==> src/hw/rtl/ges_fifo.sv <==
`timescale 1ns / 1ps
`default_nettype none
// ----------------------------------------------------------------------------
// Item queue
// Short first-in first-out queue between the front and the back part.
// ----------------------------------------------------------------------------
module ges_fifo #(
    parameter int WIDTH = 8,
    parameter int DEPTH = 4
) (
    input  wire logic             clk,
    input  wire logic             rst_n,
    input  wire logic             push,
    input  wire logic [WIDTH-1:0] din,
    input  wire logic             pop,
    output logic      [WIDTH-1:0] dout,
    output logic                  full,
    output logic                  empty
);

    localparam int AW = $clog2(DEPTH);
    localparam int CW = $clog2(DEPTH + 1);

    logic [WIDTH-1:0] slot_reg [DEPTH];
    logic [AW-1:0]    wr_ptr_reg;
    logic [AW-1:0]    rd_ptr_reg;
    logic [CW-1:0]    count_reg;

    assign full  = (count_reg == CW'(DEPTH));
    assign empty = (count_reg == '0);
    assign dout  = slot_reg[rd_ptr_reg];

    always_ff @(posedge clk)
    begin
        if (push)
        begin
            slot_reg[wr_ptr_reg] <= din;
        end
    end

    always_ff @(posedge clk or negedge rst_n)
    begin
        if (!rst_n)
        begin
            wr_ptr_reg <= '0;
            rd_ptr_reg <= '0;
            count_reg  <= '0;
        end
        else
        begin
            if (push)
            begin
                wr_ptr_reg <= (wr_ptr_reg == AW'(DEPTH - 1)) ? '0 : wr_ptr_reg + 1'b1;
            end
            if (pop)
            begin
                rd_ptr_reg <= (rd_ptr_reg == AW'(DEPTH - 1)) ? '0 : rd_ptr_reg + 1'b1;
            end
            if (push && !pop)
            begin
                count_reg <= count_reg + 1'b1;
            end
            else if (pop && !push)
            begin
                count_reg <= count_reg - 1'b1;
            end
        end
    end

`ifndef ASSERT_OFF
    a_no_overflow: assert property (@(posedge clk) disable iff (!rst_n)
        full && !pop |-> !push) else $error("push into full queue");
    a_no_underflow: assert property (@(posedge clk) disable iff (!rst_n)
        empty |-> !pop) else $error("pop from empty queue");
    a_count_step: assert property (@(posedge clk) disable iff (!rst_n)
        push && !pop |=> count_reg == $past(count_reg) + 1'b1)
        else $error("queue count did not advance");
`endif

endmodule
`default_nettype wire

==> config.mk <==
export PLATFORM = sky130hd
export DESIGN_NAME = ges_fifo
export DESIGN_NICKNAME = d
export VERILOG_FILES = /design/src/hw/rtl/ges_fifo.sv
export SDC_FILE = /design/constraint.sdc
export NUM_CORES = 1
export LEC_CHECK = 0
export BUFFER_PORTS_ARGS = -buffer_cell sky130_fd_sc_hd__buf_4
export CAP_MARGIN = 20
export CORE_ASPECT_RATIO = 0.5
export CORE_UTILIZATION = 55
export CTS_BUF_LIST = sky130_fd_sc_hd__clkbuf_8
export CTS_CLUSTER_DIAMETER = 50
export DETAILED_ROUTE_END_ITERATION = 8
export PLACE_DENSITY = 0.88
export SETUP_SLACK_MARGIN = 0.5
export SYNTH_ARGS = -nofsm -noshare
export SYNTH_HDL_FRONTEND = slang
export SYNTH_SLANG_ARGS = --single-unit
==> constraint.sdc <==
create_clock -name clk -period 2.3 [get_ports clk]
set_input_delay 0.115 -clock clk [delete_from_list [all_inputs] [get_ports clk]]
set_output_delay 0.115 -clock clk [all_outputs]
set_load 0.005 [all_outputs]
==> Word level (Yosys, flattened, before mapping) <==
Memories as Yosys holds them, arrays and structs flattened.
Cells that the tools add are included.
W data, S select, Z words.
{ "op_classes": {"addsub": 4, "eq_ne": 3, "n_mux": 6, "reduce_logical": 6} }
{ "ops": {"columns": ["operator", "n"], "rows": [
  ["$mux W3", 2],
  ["$add A2 B1 Y2 const B", 2],
  ["$eq A2 B2 Y1 const B", 2],
  ["$mux W2", 2],
  ["$add A3 B1 Y3 const B", 1],
  ["$eq A3 B3 Y1 const B", 1],
  ["$logic_not A3 Y1", 1],
  ["$sub A3 B1 Y3 const B", 1],
  ["$logic_and A1 B1 Y1", 2],
  ["$logic_not A1 Y1", 2],
  ["$mux W1", 2],
  ["$reduce_bool A2 Y1", 1]
]} }
{ "word_totals": {"regBits": 7, "ram_bits": 32, "in_bits": 12, "out_inout_bits": 10, "word_cells": 23, "n_memories": 1} }
{ "memory_table": {"columns": ["name", "depth", "word_bits", "rd", "rd_ports_with_merged_regs", "wr", "line_no", "source"], "rows": [
  ["slot_reg", 4, 8, 1, 0, 1, "24", "logic [WIDTH-1:0] slot_reg [DEPTH];"]
]} }

==> Depth between registers and ports, before layout <==
{ "logic_depth": {"word_depth": 4, "mapped_depth": 7, "depth_no_buf": 7} }

==> Least setup slack after synthesis <==
No wires, ideal clock.
{ "synth_timing": {"path_kind": "reg2reg", "start": "reg count_reg[0]", "end": "reg count_reg[2]", "setup_time_ns": 0.079, "t_arrival_ns": 1.216, "required_ns": 2.221, "slack_ns": 1.005, "path_stages_with_launch": 5, "n_path_buf": 0, "period_less_slack_ns": 1.295, "cell_sequence": "dfrtp_1 fa_1 xor2_1 nor2_1 xor2_1"} }
{ "synth_via": {"elab_chain_len": 3, "word_cells_on_any_way": 4, "classes_between": "add/sub: 2; mux: 2"} }
{ "synth_rtl": {"columns": ["item", "line_no", "source"], "rows": [
  ["from (decl)", "27", "logic [CW-1:0] count_reg;"],
  ["from (signal assigned)", "61", "count_reg <= count_reg + 1'b1;"],
  ["from (signal assigned)", "65", "count_reg <= count_reg - 1'b1;"],
  ["$sub A3 B1 Y3", "65", null],
  ["$mux W3", "63", "else if (pop && !push)"],
  ["$mux W3 (*)", "59", "if (push && !pop)"]
]} }
Mark *: on every way between the ends. The rest lies on a longest branch, timed or not. The select of a mux whose other input is x is not followed.
A chain may end at the register's enable or synchronous reset.

==> Final worst setup path <==
{ "layout_timing": {"start": "reg rd_ptr_reg[0]", "end": "out dout[6]"} }
{ "layout_via": {"elab_chain_len": 1} }
{ "layout_rtl": {"columns": ["item", "line_no", "source"], "rows": [
  ["from (decl)", "26", "logic [AW-1:0] rd_ptr_reg;"],
  ["from (signal assigned)", "57", "rd_ptr_reg <= (rd_ptr_reg == AW'(DEPTH - 1)) ? '0 : rd_ptr_reg + 1'b1;"],
  ["$mem_v2 Z4 W8", null, null],
  ["to (decl)", "16", "output logic [WIDTH-1:0] dout,"]
]} }
Every way passes these cells.

==> results.md <==
Outcome:
- The run finished with clean final reports.

Timing:
- Setup violations remaining at the end of the flow were counted as 0.
- The fmax is between 0.5 and 0.6 GHz.
- The slew at the pin closest to its max-slew limit is 407 ps.
- The max-slew violation count is 0.
- The worst max-slew margin expressed relative to the limit is 72.9%.
- Setup repair after global routing left no endpoint under its margin.
- After layout, the worst path uses 72.6% of the clock period.
- The worst-case clock skew is 4.29 ps.
- The worst path needs 1670 ps of the cycle, external delays included.
- The number of endpoints with negative hold slack in the final report is 0.
- The setup TNS after final layout is 0 ps.

Final layout:
- The final non-filler cell area is about 1900 µm².
- Relative to the synthesized area, the layout overhead comes to 19.8%.
- The number of flip-flops in the largest register is 32.
- The core utilization of the finished layout is 71.0%.
- The library cells used most frequently in the layout, excluding fill and tap cells, are 32 x sky130_fd_sc_hd__edfxtp_1, 21 x sky130_fd_sc_hd__buf_4, 8 x sky130_fd_sc_hd__mux4_2.
- Leaving out fill and tap cells, the most frequent cell in the layout is sky130_fd_sc_hd__edfxtp_1.
- The fraction of final layout cells sized beyond drive strength 1 is 38.3%.
- The number of nets at the end of the flow is 125.
- The repair_antennas step left the layout with diodes totalling 0.
- The number of inserted filler cells in the final layout is 168.

Global routing:
- Summed over all layers, the global routing overflow is 0.
- The number of antenna violations at the first check in global routing is 0.
- The pin count of the biggest net entering global routing is 14.
- The via count of the first global-routing pass is 753.
- The total track usage is between 10% and 20%.
- The first global-routing pass estimated 3.97 mm of wire.

Route:
- The via density per instance is about 5.3.
- The remaining number of nets flagged by the antenna check after routing is 0.
- The sum of routed wire segments on met1 is roughly 1000 µm.
- The via total after detailed routing is about 760.
- The detailed router finished its first iteration with 29 violations.
- The total DRC errors in the routed layout is 0.
- The highest routed metal layer is met4.
- The post-detailed-routing wire length is 2.45 mm.
- The first TritonRoute pass finished after 4 iterations.
- The sum of met2 wire segment lengths after detailed routing is 1.30 mm.
- The detail-routed net length per standard cell is 17.0 µm.
- The amount of wire on met3 after detailed routing is around 110 µm.

Synthesis:
- Of the synthesized area, sequential elements account for 72.4%.
- Yosys attributes the largest share of cell area to sky130_fd_sc_hd__edfxtp_1 61%, sky130_fd_sc_hd__mux4_2 11%, sky130_fd_sc_hd__dfrtp_1 11%.
- The average instance in the mapped netlist occupies 19.9 µm².
- The leading area contributor after synthesis is sky130_fd_sc_hd__edfxtp_1.
- In this run, synthesis produced a sequential element count of 39.
- The count of mapped cells out of synthesis is about 80.
- The net count of the mapped netlist is 98.
- Summed over its instances, the top area cell type makes up just over 60% of the synthesized netlist area.
- The area of the mapped netlist is between 1500 and 2000 µm².
- During synthesis, Yosys emitted a total of 0 warnings.
- The synthesized netlist contains 18 unique library cells.

CTS:
- The tree is rooted in a sky130_fd_sc_hd__clkbuf_8.
- Clock tree synthesis found a total of 39 sinks.
- The clock buffer count from CTS is 5.
- The clock slew at the register clock pins of the worst setup and hold paths is 80 ps.
- The CTS H-tree depth is 2.
- TritonCTS built the clock tree.
- No sink is reached through more buffers than the 2 on the longest clock path.
- Buffers added to address setup during post-CTS repair amount to 0.
- Clock latency on the worst-skew pair, taken at its later pin, is between 200 and 300 ps.

Power:
- The cell internal power dissipation is 0.00162 W.
- Power spread over the standard cell area amounts to 1190 nW/µm².
- The switching share of power is 27.2%.
- The highest ir drop seen on vdd is 529 µV.
- The share of total power in combinational logic is approximately a quarter.
- The fraction of power consumed by sequential logic is 48.4%.
- For this design the total switching power over the nets is approximately 0.00061 W.
- The share of total power dissipated in the clock network is 25.4%.
- The leakage power of the design is 0.711 nW.

Floorplan:
- The region available for standard cell placement spans 2650 µm².
- The area of the die is 3090 µm².
- The initial core utilization is 59.2%.
- The number of rows created at floorplan is 13.
- The floorplan step set the die height to 39.8 µm.
- From left edge to right edge, the die measures 77.6 µm.
- The number of I/O pins is 22.

Critical path:
- The worst setup path is captured at an output pin.
- For the worst setup path, the data arrival time is 1550 ps.
- The type of the worst setup path is flop to output pin.
- Data on the critical path is required at its endpoint by ~2200 ps.
- The sort of element at the start of the critical path is a flop.
- Along the worst path, the maximum fanout reaches 11.

Placement:
- The cell area after placement is 1760 µm².
- The routability congestion estimate from global placement is 0.695.
- Buffers placed on the I/O ports in this run total 21.

Min path:
- The worst hold path belongs to the class input port to flop.

Run:
- The number of maximum-capacitance violations is 0.
kinds of logic after synthesis:
| family | after synthesis | share of synthesized area, % |
|---|---|---|
| AO/OA/AOI/OAI | 2 | 0.637 |
| XOR/XNOR | 3 | 1.67 |
| adder cells (fa/ha/maj) | 7 | 6.06 |
| buffers and inverters | 7 | 2.23 |
| flip-flops | 39 | 72.4 |
| multiplexers | 11 | 13.6 |
| AND/OR/NAND/NOR | 10 | 3.43 |
worst max-delay path: stages, from the launching register on:
cell and delay, ps:
sky130_fd_sc_hd__dfrtp_2 560, sky130_fd_sc_hd__mux4_2 550, sky130_fd_sc_hd__buf_4 150
area by class of cell:
| class | instances | area [µm²] | share of cell area, % |
|---|---|---|---|
| tap | 37 | 46.3 | 2.46 |
| clock inverter | 3 | 43.8 | 2.33 |
| clock buffer | 5 | 68.8 | 3.66 |
| multi-input combinational | 33 | 399 | 21.2 |
| inverter | 5 | 18.8 | 0.997 |
| timing repair buffer | 22 | 168 | 8.91 |
| sequential | 39 | 1140 | 60.4 |
what timing repair did:
| action | in CTS | in global routing |
|---|---|---|
| hold endpoints to repair | 7 | 0 |
| hold buffers | 1 | 0 |
| setup endpoints to repair | 8 | 0 |
| gates resized for setup | 1 | 0 |
power by group through the flow:
stage / logic, W / registers (W) / clock network, W
floorplan: 0.000441 / 0.00100 / 0
global placement: 0.000573 / 0.00108 / 0
detailed placement: 0.000591 / 0.00110 / 0
CTS: 0.000598 / 0.00109 / 0.000572
global route: 0.000646 / 0.00111 / 0.000605
finish: 0.000585 / 0.00108 / 0.000567
worst paths after layout:
| path | start | to | slack [ps] | cells after the start |
|---|---|---|---|---|
| setup / recovery | rd_ptr_reg[0] | dout[6] | 630 | 2 |
| hold / removal | din[5] | slot_reg[0][5] | 20 | 1 |
| setup reg to reg | count_reg[0] | count_reg[2] | 900 | 4 |
| hold reg to reg | count_reg[2] | count_reg[2] | 500 | 1 |
| max in group asynchronous | rst_n | rd_ptr_reg[0] | 2000 | 2 |
| min in group asynchronous | rst_n | count_reg[2] | 160 | 2 |
Yosys cell counts:
| library cell | instances |
|---|---|
| sky130_fd_sc_hd__nand2_1 | 1 |
| sky130_fd_sc_hd__buf_6 | 1 |
| sky130_fd_sc_hd__mux2_2 | 3 |
| sky130_fd_sc_hd__xnor2_1 | 1 |
| sky130_fd_sc_hd__and2_1 | 4 |
| sky130_fd_sc_hd__xor2_1 | 2 |
| sky130_fd_sc_hd__nand3_1 | 1 |
| sky130_fd_sc_hd__fa_1 | 1 |
| sky130_fd_sc_hd__inv_1 | 5 |
| sky130_fd_sc_hd__nor3b_1 | 1 |
| sky130_fd_sc_hd__nor2_1 | 2 |
| sky130_fd_sc_hd__o21ai_0 | 2 |
| sky130_fd_sc_hd__dfrtp_1 | 7 |
| sky130_fd_sc_hd__ha_1 | 6 |
| sky130_fd_sc_hd__buf_2 | 1 |
| sky130_fd_sc_hd__nor3_1 | 1 |
| sky130_fd_sc_hd__mux4_2 | 8 |
| sky130_fd_sc_hd__edfxtp_1 | 32 |
layer usage:
metal,global-route usage [%],up-vias
met5,0,-
met4,9.91,0
met3,6.28,4
met2,35.6,23
met1,22.3,377
li1,-,353
through the flow:
| stage | instances | worst slack (ps) | total power, W | hold WS [ps] |
|---|---|---|---|---|
| floorplan | 79 | 1000 | 0.00144 | -181 |
| global placement | 135 | 756 | 0.00166 | -65.3 |
| detailed placement | 135 | 744 | 0.00169 | -61.9 |
| CTS | 144 | 608 | 0.00226 | 16.9 |
| global route | 144 | 546 | 0.00236 | 12.6 |
| finish | 144 | 630 | 0.00223 | 22.9 |
No activity file was read; power rests on OpenSTA's default activity.
