**src/hw/rtl/ges_pkg.sv**
```systemverilog
`timescale 1ns / 1ps
`default_nettype none
// ----------------------------------------------------------------------------
// Gradient energy stencil package
// Shared constants, register codes and item types of the stencil block.
// ----------------------------------------------------------------------------
package ges_pkg;

    localparam int MAX_GRID_DEF = 64;
    localparam int MIN_GRID     = 3;
    localparam int SAMPLE_W     = 16;
    localparam int POS_W        = 6;
    localparam int GRAD_W       = 24;
    localparam int TOTAL_W      = 64;
    localparam int GRID_REG_W   = 7;
    localparam int CFG_W        = 16;
    localparam int CFG_IDX_W    = 2;
    localparam int IN_TDATA_W   = 32;
    localparam int OUT_TDATA_W  = 160;
    localparam int FIFO_DEPTH   = 4;

    localparam logic [GRID_REG_W-1:0] GRID_RESET = 7'd10;
    localparam logic [CFG_W-1:0]      INV_RESET  = 16'd128;
    localparam logic [CFG_W-1:0]      VOL_RESET  = 16'd256;

    typedef enum logic [CFG_IDX_W-1:0] {
        CFG_GRID_SIZE = 2'd0,
        CFG_INV_TWO_DX = 2'd1,
        CFG_VOLUME = 2'd2
    } cfg_idx_t;

    typedef struct packed {
        logic                 we;
        logic [CFG_IDX_W-1:0] index;
        logic [CFG_W-1:0]     data;
    } cfg_wr_t;

    typedef struct packed {
        logic [CFG_W-1:0] inv_two_dx;
        logic [CFG_W-1:0] volume_element;
    } arith_cfg_t;

    typedef struct packed {
        logic signed [SAMPLE_W-1:0] potential;
        logic signed [SAMPLE_W-1:0] field;
        logic                       interior;
        logic                       last;
        logic [POS_W-1:0]           x;
        logic [POS_W-1:0]           y;
        logic [POS_W-1:0]           z;
    } item_t;

endpackage
`default_nettype wire

```
**src/hw/rtl/ges_front.sv**
```systemverilog
`timescale 1ns / 1ps
`default_nettype none
// ----------------------------------------------------------------------------
// Stencil front end
// Holds configuration and grid geometry, counts voxels and classifies each
// item as interior, boundary or last before it enters the queue.
// ----------------------------------------------------------------------------
module ges_front
    import ges_pkg::*;
#(
    parameter int MAX_GRID = MAX_GRID_DEF
) (
    input  wire logic                                  clk,
    input  wire logic                                  rst_n,
    input  wire cfg_wr_t                               cfg,
    input  wire logic                                  in_valid,
    output logic                                       in_ready,
    input  wire logic [SAMPLE_W-1:0]                   in_potential,
    input  wire logic [SAMPLE_W-1:0]                   in_field,
    output logic                                       q_push,
    output item_t                                      q_item,
    input  wire logic                                  q_full,
    output logic      [$clog2(MAX_GRID+1)-1:0]          g,
    output logic      [$clog2(MAX_GRID*MAX_GRID+1)-1:0] g2,
    output arith_cfg_t                                 acfg
);

    localparam int GW   = $clog2(MAX_GRID + 1);
    localparam int G2W  = $clog2(MAX_GRID * MAX_GRID + 1);
    localparam int NW   = $clog2(MAX_GRID * MAX_GRID * MAX_GRID + 1);
    localparam int CNTW = $clog2(MAX_GRID * MAX_GRID * MAX_GRID);
    localparam int CW   = $clog2(MAX_GRID);
    localparam int SW   = $clog2(CNTW);

    typedef enum logic [1:0] {F_GEO1, F_GEO2, F_DIV, F_RUN} fstate_t;

    fstate_t              state_reg, state_next;
    logic [GRID_REG_W-1:0] grid_reg, grid_next;
    arith_cfg_t           acfg_reg, acfg_next;
    logic [GW-1:0]        g_reg, g_next;
    logic [G2W-1:0]       g2_reg, g2_next;
    logic [NW-1:0]        n_reg, n_next;
    logic [CNTW-1:0]      c_reg, c_next;
    logic [CW-1:0]        x_reg, x_next, y_reg, y_next, z_reg, z_next;
    logic [CNTW-1:0]      num_reg, num_next;
    logic [GW:0]          rem_reg, rem_next;
    logic [SW-1:0]        step_reg, step_next;
    logic                 pass_reg, pass_next;

    logic [GW-1:0]   g_clamp;
    logic [GW:0]     rem_sh;
    logic            rem_ge;
    logic            accept;
    logic            is_last;
    logic            past_plane;
    logic            interior;

    always_comb
    begin
        if (int'(grid_reg) < MIN_GRID)
        begin
            g_clamp = GW'(MIN_GRID);
        end
        else if (int'(grid_reg) > MAX_GRID)
        begin
            g_clamp = GW'(MAX_GRID);
        end
        else
        begin
            g_clamp = GW'(grid_reg);
        end
    end

    assign rem_sh     = {rem_reg[GW-1:0], num_reg[CNTW-1]};
    assign rem_ge     = (rem_sh >= {1'b0, g_reg});
    assign accept     = in_valid && in_ready;
    assign in_ready   = (state_reg == F_RUN) && !q_full;
    assign is_last    = ((NW+1)'(c_reg) + 1'b1) >= (NW+1)'(n_reg);
    assign past_plane = (NW'(c_reg) >= NW'(g2_reg));
    assign interior   = !is_last && past_plane
                        && (x_reg != '0) && ((GW+1)'(x_reg) + 2'd2 <= (GW+1)'(g_reg))
                        && (y_reg != '0) && ((GW+1)'(y_reg) + 2'd2 <= (GW+1)'(g_reg))
                        && (z_reg != '0) && ((GW+1)'(z_reg) + 2'd2 <= (GW+1)'(g_reg));

    always_comb
    begin
        state_next = state_reg;
        grid_next  = grid_reg;
        acfg_next  = acfg_reg;
        g_next     = g_reg;
        g2_next    = g2_reg;
        n_next     = n_reg;
        c_next     = c_reg;
        x_next     = x_reg;
        y_next     = y_reg;
        z_next     = z_reg;
        num_next   = num_reg;
        rem_next   = rem_reg;
        step_next  = step_reg;
        pass_next  = pass_reg;

        unique case (state_reg)
            F_GEO1:
            begin
                g_next     = g_clamp;
                g2_next    = G2W'(g_clamp * g_clamp);
                state_next = F_GEO2;
            end
            F_GEO2:
            begin
                n_next = NW'(g2_reg * g_reg);
                if (past_plane)
                begin
                    num_next   = c_reg - CNTW'(g2_reg);
                    rem_next   = '0;
                    step_next  = '0;
                    pass_next  = 1'b0;
                    state_next = F_DIV;
                end
                else
                begin
                    x_next     = '0;
                    y_next     = '0;
                    z_next     = '0;
                    state_next = F_RUN;
                end
            end
            F_DIV:
            begin
                num_next  = {num_reg[CNTW-2:0], rem_ge};
                rem_next  = rem_ge ? rem_sh - {1'b0, g_reg} : rem_sh;
                step_next = step_reg + 1'b1;
                if (step_reg == SW'(CNTW - 1))
                begin
                    step_next = '0;
                    if (!pass_reg)
                    begin
                        x_next    = CW'(rem_next);
                        rem_next  = '0;
                        pass_next = 1'b1;
                    end
                    else
                    begin
                        y_next     = CW'(rem_next);
                        z_next     = CW'(num_next);
                        state_next = F_RUN;
                    end
                end
            end
            F_RUN:
            begin
                if (accept)
                begin
                    if (is_last)
                    begin
                        c_next = '0;
                        x_next = '0;
                        y_next = '0;
                        z_next = '0;
                    end
                    else
                    begin
                        c_next = c_reg + 1'b1;
                        if (past_plane)
                        begin
                            if (GW'(x_reg) + 1'b1 == g_reg)
                            begin
                                x_next = '0;
                                if (GW'(y_reg) + 1'b1 == g_reg)
                                begin
                                    y_next = '0;
                                    z_next = z_reg + 1'b1;
                                end
                                else
                                begin
                                    y_next = y_reg + 1'b1;
                                end
                            end
                            else
                            begin
                                x_next = x_reg + 1'b1;
                            end
                        end
                    end
                end
            end
            default:
            begin
                state_next = F_GEO1;
            end
        endcase

        if (cfg.we)
        begin
            unique case (cfg_idx_t'(cfg.index))
                CFG_GRID_SIZE:
                begin
                    grid_next  = GRID_REG_W'(cfg.data);
                    state_next = F_GEO1;
                end
                CFG_INV_TWO_DX: acfg_next.inv_two_dx = cfg.data;
                CFG_VOLUME:     acfg_next.volume_element = cfg.data;
                default:        ;
            endcase
        end
    end

    always_ff @(posedge clk or negedge rst_n)
    begin
        if (!rst_n)
        begin
            state_reg <= F_GEO1;
            grid_reg  <= GRID_RESET;
            acfg_reg  <= '{inv_two_dx: INV_RESET, volume_element: VOL_RESET};
            g_reg     <= '0;
            g2_reg    <= '0;
            n_reg     <= '0;
            c_reg     <= '0;
            x_reg     <= '0;
            y_reg     <= '0;
            z_reg     <= '0;
            num_reg   <= '0;
            rem_reg   <= '0;
            step_reg  <= '0;
            pass_reg  <= 1'b0;
        end
        else
        begin
            state_reg <= state_next;
            grid_reg  <= grid_next;
            acfg_reg  <= acfg_next;
            g_reg     <= g_next;
            g2_reg    <= g2_next;
            n_reg     <= n_next;
            c_reg     <= c_next;
            x_reg     <= x_next;
            y_reg     <= y_next;
            z_reg     <= z_next;
            num_reg   <= num_next;
            rem_reg   <= rem_next;
            step_reg  <= step_next;
            pass_reg  <= pass_next;
        end
    end

    assign q_push           = accept;
    assign q_item.potential = in_potential;
    assign q_item.field     = in_field;
    assign q_item.interior  = interior;
    assign q_item.last      = is_last;
    assign q_item.x         = POS_W'(x_reg);
    assign q_item.y         = POS_W'(y_reg);
    assign q_item.z         = POS_W'(z_reg);
    assign g                = g_reg;
    assign g2               = g2_reg;
    assign acfg             = acfg_reg;

`ifndef ASSERT_OFF
    a_coord_range: assert property (@(posedge clk) disable iff (!rst_n)
        state_reg == F_RUN |-> (GW'(x_reg) < g_reg) && (GW'(y_reg) < g_reg))
        else $error("coordinate beyond grid edge");
    a_last_resets: assert property (@(posedge clk) disable iff (!rst_n)
        accept && is_last |=> c_reg == '0) else $error("counter not cleared");
    a_interior_not_last: assert property (@(posedge clk) disable iff (!rst_n)
        q_push |-> !(q_item.interior && q_item.last)) else $error("bad class");
`endif

endmodule
`default_nettype wire

```
**config.mk**
```make
export PLATFORM = sky130hd
export DESIGN_NAME = ges_front
export DESIGN_NICKNAME = d
export VERILOG_FILES = /design/src/hw/rtl/ges_pkg.sv /design/src/hw/rtl/ges_front.sv
export SDC_FILE = /design/constraint.sdc
export NUM_CORES = 1
export LEC_CHECK = 0
export BUFFER_PORTS_ARGS = -buffer_cell sky130_fd_sc_hd__buf_2
export CORE_MARGIN = 1.5
export CORE_UTILIZATION = 60
export DETAILED_ROUTE_END_ITERATION = 16
export GPL_ROUTABILITY_DRIVEN = 0
export PLACE_DENSITY = 0.79
export RECOVER_POWER = 50
export SYNTH_ARGS = -nofsm -noshare
export SYNTH_HDL_FRONTEND = slang
export SYNTH_SLANG_ARGS = --single-unit
```
**constraint.sdc**
```tcl
create_clock -name clk -period 6.6 [get_ports clk]
set_input_delay 1.32 -clock clk [delete_from_list [all_inputs] [get_ports clk]]
set_output_delay 1.32 -clock clk [all_outputs]
set_load 0.01 [all_outputs]
```
# --- Word-level counts from Yosys, hierarchy flattened ---
# Index checks and enable logic that the tools add are counted.
totals:
  word_cells: 128
  ff_bits: 147
op_classes:
  n_reduce_logical: 27
  mux: 46
  order_cmp: 8
  add_sub_neg: 13
  multipliers: 2
  n_eq_ne: 17
op_table:
  columns: ["cell", "n"]
  rows:
  - ["two-way mux 6 bit", 21]
  - ["case mux 6 bit (3 select lines)", 3]
  - ["two-way mux 7 bit", 6]
  - ["two-way mux 18 bit", 2]
  - ["case mux 18 bit (2 select lines)", 1]
  - ["adder 6 x 2 -> 7 bit (second input constant)", 3]
  - ["<= comparator 7 bit", 3]
  - ["adder 18 x 1 -> 19 bit (second input constant)", 1]
  - ["greater-or-equal comparator 19 bit", 1]
  - ["multiplier 13 x 7 -> 19 bit", 1]
  - ["adder 18 x 1 -> 18 bit (second input constant)", 1]
  - ["adder 6 x 1 -> 6 bit (second input constant)", 3]
  - ["greater-or-equal comparator 18 x 13 -> 1 bit", 1]
  - ["nonzero test 6 bit", 3]
  - ["subtractor 18 x 13 -> 18 bit", 1]
  - ["adder 6 x 1 -> 7 bit (second input constant)", 2]
  - ["== test 7 bit", 2]
  - ["case mux 7 bit (2 select lines)", 1]
  - ["multiplier 7 x 7 -> 13 bit", 1]
  - ["!= test 2 bit (second input constant)", 6]
  - ["two-way mux 5 bit", 2]
  - ["case mux 5 bit (2 select lines)", 1]
  - ["AND reduction 2 bit", 5]
  - ["logical AND 1 bit", 9]
  - ["other kinds (22)", 33]

# --- Longest topological paths before layout ---
depth:
  word_depth: 10
  mapped_depth: 20
  ltp_nobuf: 19

# --- Least setup slack after synthesis ---
# Ideal clock, no wire load.
synth_path:
  path_kind: "reg2out"
  startpoint: "register c_reg[2]"
  endpoint: "output q_item[19] (netlist bit)"
  arrival_time_ns: 3.599
  required_time_ns: 5.280
  path_stages_with_launch: 15
  path_slack_ns: 1.681
  path_cell_list: "dfrtp_1 > nand3_1 > nor3_1 > nand2_1 > nor2_1 > and3_1 > xnor2_1 > ha_1 > a21o_1 > a221oi_1 > nand2b_1 > clkbuf_1 > clkbuf_1 > nor4_1 > buf_4"
synth_between:
  elab_chain_cells: 10
synth_lines:
  columns: ["element", "line", "text"]
  rows:
  - ["start: declaration", "ges_front.sv:43", "logic [CNTW-1:0] c_reg, c_next;"]
  - ["start signal: assignment", "ges_front.sv:235", "c_reg <= c_next;"]
  - ["adder 18 x 1 -> 19 bit", "ges_front.sv:78", "assign is_last = ((NW+1)'(c_reg) + 1'b1) >= (NW+1)'(n_reg);"]
  - ["greater-or-equal comparator 19 bit", "ges_front.sv:78", null]
  - ["net is_last", "ges_front.sv:54", "logic is_last;"]
  - ["zero test 1 bit", "ges_front.sv:80", "assign interior = !is_last && past_plane"]
  - ["logical AND 1 bit", "ges_front.sv:80", null]
  - ["logical AND 1 bit (2 in series)", "ges_front.sv:81", "&& (x_reg != '0) && ((GW+1)'(x_reg) + 2'd2 <= (GW+1)'(g_reg))"]
  - ["logical AND 1 bit (2 in series)", "ges_front.sv:82", "&& (y_reg != '0) && ((GW+1)'(y_reg) + 2'd2 <= (GW+1)'(g_reg))"]
  - ["logical AND 1 bit (2 in series)", "ges_front.sv:83", "&& (z_reg != '0) && ((GW+1)'(z_reg) + 2'd2 <= (GW+1)'(g_reg));"]
  - ["end: declaration", "ges_front.sv:21", "output item_t q_item,"]
# The timed path passes the listed nets, and every way through them passes these cells.

==> results summary <==
In this run, post-CTS repair resized a total of 0 instances. The fraction of layout cells with a size suffix above 1 is 0.106. The clock sink count is 145. For the worst-skew pair, the clock arrives at the later sink with an insertion delay of 0.44 ns. The primary flip-flop cell chosen by synthesis mapping is sky130_fd_sc_hd__dfrtp_1. During placement, the flow inserted port buffers numbering 95. The clock tree buffer depth is 2. The post-synthesis instance total is 1431. The detailed-route vias per instance is 5.95. In this run the critical register-to-register path is captured at n_reg[18].

The effective utilization at floorplan is 0.608. The number of top-level design ports came out at 161. The utilization after layout came out at 0.654. Ranked by total cell area, the synthesized netlist is headed by sky130_fd_sc_hd__dfrtp_1, sky130_fd_sc_hd__ha_1, sky130_fd_sc_hd__fa_1.

Summed over all failing endpoints, the final setup total negative slack is 0 ns. The number of buffers inserted during clock tree synthesis came out at 17. After clock tree synthesis, the flow added hold-fix buffers numbering 0.

Summed over all layers, the routed wires come to 31900 um. The CTS H-tree depth is 4. The flow ran to the end, but the final reports show violations. Entering global routing, the biggest net connects 90 pins. The critical path data required time came out at 5.28 ns. The startpoint of the worst setup timing path is c_reg[0].

Post-CTS timing repair inserted 0 buffers for setup. For this run, the detailed router's first-pass iteration total came to 5. The number of flops mapped to enable cells by yosys is 0. For this run, the number of Yosys warnings is 0.

The die outline area came out at 22100 um^2. The proportion of synthesized flip-flops having asynchronous set or reset is 1.00. The standard-cell row count came out at 53. For this run, the post-layout net count is 1720.

The total global-route track usage came out at 0.302. The min-delay analysis places its worst path in the category flip-flop to flip-flop. The maximum fanout encountered on the critical timing path is 19. The peak ir drop on the vdd network is 0.256 mV. The first global-routing pass estimated 52700 um of wire. Setup repair after global routing left no endpoint under its margin.

The number of antenna violations at the first check in global routing came to 0. The worst setup path endpoint is q_item[19]. The post-layout minimum cycle time came out at 5.76 ns.

The final-report setup violation count is 0. The post-route clock period utilization came out at 0.873. The beginning of the worst register-to-register path is g[4].

The overall via count from detail_route is 10500. The number of global-route vias before repair came to 10500. The number of storage elements in the synthesis netlist came out at 145. The tightest slew margin relative to the limit came out at -1.77. The mean instance size in the synthesized netlist is 8.90 um^2. The register area share after synthesis is 0.285. The aggregate global routing overflow is 0. STA classifies the critical path endpoint as an output port. From bottom edge to top edge, the die measures 149 um. The synthesized design spends more area on one cell type than any other, namely sky130_fd_sc_hd__dfrtp_1.

The number of antenna diodes is 0. The detailed placer's ending HPWL came out at 23300 um. The cell sitting at the root of the clock tree is a sky130_fd_sc_hd__clkbuf_16. The worst-case clock skew came out at 0.0119 ns. The netlist uses 71 different library cells. The max-slew violation count came out at 128. The remaining antenna violation count is 0. The flip-flop count of the largest register, all copies and words added is 32. The top-area cell type share of the netlist area came out at 0.277. The width of the die is 149 um. The setup slack of the most critical reg-to-reg path came out at 1.25 ns. The number of cells on the worst reg-to-reg path is 16. The type of origin of the critical path is a flip-flop. The area added between synthesis and finish is 7.51%.

The core region is 21000 um^2. The final reports fail on capacitance limit, slew limit. The maximum operating frequency came out at 174 MHz. After the first detailed-routing iteration, the DRC count stood at 879. The mapped cell area came out at 12700 um^2. The CTS tree is done. The worst path arrival time came out at 4.44 ns.

The critical path start-end classification is flip-flop to output port. The power per unit of standard cell area came out at 527 nW/um^2. The slew of the pin with the lowest slew margin is 4.15 ns. The final routed DRC violation total came out at 0. The wire length per cell after detailed routing is 18.1 um. The static leakage came out at 0.00670 uW. The max-cap violation count came out at 2. The CTS clock-pin slew for the worst setup and hold paths is 0.06 ns. The hold violation total from the final report is 0.
-- cell type report --
cell class,instances,area [um^2]
multi-input cells,1052,8080
inverters,150,563
flip-flops and latches,145,3630
clock buffers,17,425
repair buffers,104,489
fillers,1699,7260
well taps,275,344
clock inverters,15,164
-- per-layer routing --
metal | vias up | GRT usage | part of all wire
met2 | 438 | 0.497 | 0.48
met1 | 5036 | 0.398 | 0.42
li1 | 4905 | - | -
met5 | - | 0 | 0
met4 | 0 | 0.116 | 0.031
met3 | 76 | 0.0569 | 0.072
-- power by group --
part           internal (uW)  total [uW]  switching, uW
combinational           1900        4550           2650
clock                    539         989            451
sequential              1190        1680            493
-- cells by family (layout without fill, tap and decap cells) --
| family | after synthesis | in the layout | synth area share |
|---|---|---|---|
| flip-flops | 145 | 145 | 0.285 |
| adder cells (fa/ha/maj) | 195 | 195 | 0.229 |
| buffers and inverters | 242 | 286 | 0.0833 |
| multiplexers | 55 | 55 | 0.0477 |
| other | 2 | 10 | 0.000589 |
| AND/OR/NAND/NOR | 431 | 431 | 0.157 |
| XOR/XNOR | 86 | 86 | 0.0591 |
| AO/OA/AOI/OAI | 275 | 275 | 0.138 |
-- worst max-delay path, stage by stage, from the launching register on --
cell and delay (ns):
sky130_fd_sc_hd__dfrtp_1 0.45, sky130_fd_sc_hd__ha_1 0.28, sky130_fd_sc_hd__nand3_1 0.13, sky130_fd_sc_hd__nor2_1 0.27, sky130_fd_sc_hd__nand3_1 0.29, sky130_fd_sc_hd__xnor2_1 0.27
sky130_fd_sc_hd__ha_1 0.29, sky130_fd_sc_hd__a21o_1 0.17, sky130_fd_sc_hd__a21o_1 0.18, sky130_fd_sc_hd__or3_1 0.30, sky130_fd_sc_hd__o211a_1 0.34, sky130_fd_sc_hd__nand2b_1 0.19
sky130_fd_sc_hd__buf_4 0.20, sky130_fd_sc_hd__nor4_1 0.43, sky130_fd_sc_hd__buf_2 0.21
-- cells in the mapped netlist, types with 5 or more instances --
library cell and number:
sky130_fd_sc_hd__nand2_1 155, sky130_fd_sc_hd__inv_1 149, sky130_fd_sc_hd__dfrtp_1 141, sky130_fd_sc_hd__ha_1 132, sky130_fd_sc_hd__nor2_1 97, sky130_fd_sc_hd__o21ai_0 89, sky130_fd_sc_hd__fa_1 63, sky130_fd_sc_hd__xnor2_1 52
sky130_fd_sc_hd__clkbuf_1 50, sky130_fd_sc_hd__a21oi_1 48, sky130_fd_sc_hd__mux2_2 46, sky130_fd_sc_hd__nand3_1 38, sky130_fd_sc_hd__buf_4 36, sky130_fd_sc_hd__xor2_1 34, sky130_fd_sc_hd__nor3_1 33, sky130_fd_sc_hd__and2_1 26
sky130_fd_sc_hd__a21o_1 19, sky130_fd_sc_hd__o22ai_1 17, sky130_fd_sc_hd__nand4_1 16, sky130_fd_sc_hd__nand2b_1 15, sky130_fd_sc_hd__nor2b_1 15, sky130_fd_sc_hd__a31oi_1 13, sky130_fd_sc_hd__and3_1 9, sky130_fd_sc_hd__mux2i_1 9
sky130_fd_sc_hd__o21a_1 9, sky130_fd_sc_hd__a211oi_1 8, sky130_fd_sc_hd__o21bai_1 7, sky130_fd_sc_hd__or3_1 7, sky130_fd_sc_hd__a22o_1 6, sky130_fd_sc_hd__o31ai_1 6, sky130_fd_sc_hd__a22oi_1 5, sky130_fd_sc_hd__o211ai_1 5
sky130_fd_sc_hd__or2_2 5
-- per-stage QoR --
stage               hold WS, ns  worst slack, ns  power [uW]  std cells  area (um^2)
detailed placement        0.471             1.38        6140       1726        13200
global placement          0.465             1.45        6000       1726        13200
global route              0.498            0.480        7890       1758        13700
finish                    0.480            0.840        7220       1758        13700
floorplan                 0.443             1.68        4960       1439        12800
CTS                       0.485            0.910        7200       1758        13800
-- how the worst min path moves through the flow --
stage	slack, ns	from	end	cells past startpoint
global placement	0.47	n_reg[17]	n_reg[17]	2
CTS	0.49	n_reg[16]	n_reg[16]	2
global route	0.50	n_reg[15]	n_reg[15]	2
detailed placement	0.47	n_reg[16]	n_reg[16]	2
finish	0.48	n_reg[16]	n_reg[16]	2
floorplan	0.44	step_reg[4]	step_reg[4]	1
-- placed cells by master, fill, tap and decap left out, types with 10 or more instances in the layout --
cell                        instances
sky130_fd_sc_hd__o22ai_1           17
sky130_fd_sc_hd__buf_2             53
sky130_fd_sc_hd__dfrtp_1          141
sky130_fd_sc_hd__a21o_1            19
sky130_fd_sc_hd__inv_1            149
sky130_fd_sc_hd__nand3_1           38
sky130_fd_sc_hd__xor2_1            34
sky130_fd_sc_hd__nor2b_1           14
sky130_fd_sc_hd__a21oi_1           48
sky130_fd_sc_hd__mux2_2            46
sky130_fd_sc_hd__clkbuf_16         17
sky130_fd_sc_hd__conb_1            10
sky130_fd_sc_hd__ha_1             132
sky130_fd_sc_hd__a31oi_1           13
sky130_fd_sc_hd__nand2_1          155
sky130_fd_sc_hd__and2_1            26
sky130_fd_sc_hd__fa_1              63
sky130_fd_sc_hd__nor3_1            33
sky130_fd_sc_hd__nor2_1            97
sky130_fd_sc_hd__o21ai_0           89
sky130_fd_sc_hd__clkbuf_1          43
sky130_fd_sc_hd__nand2b_1          15
sky130_fd_sc_hd__nand4_1           16
sky130_fd_sc_hd__xnor2_1           52
Power figures use the tool's default switching activity.
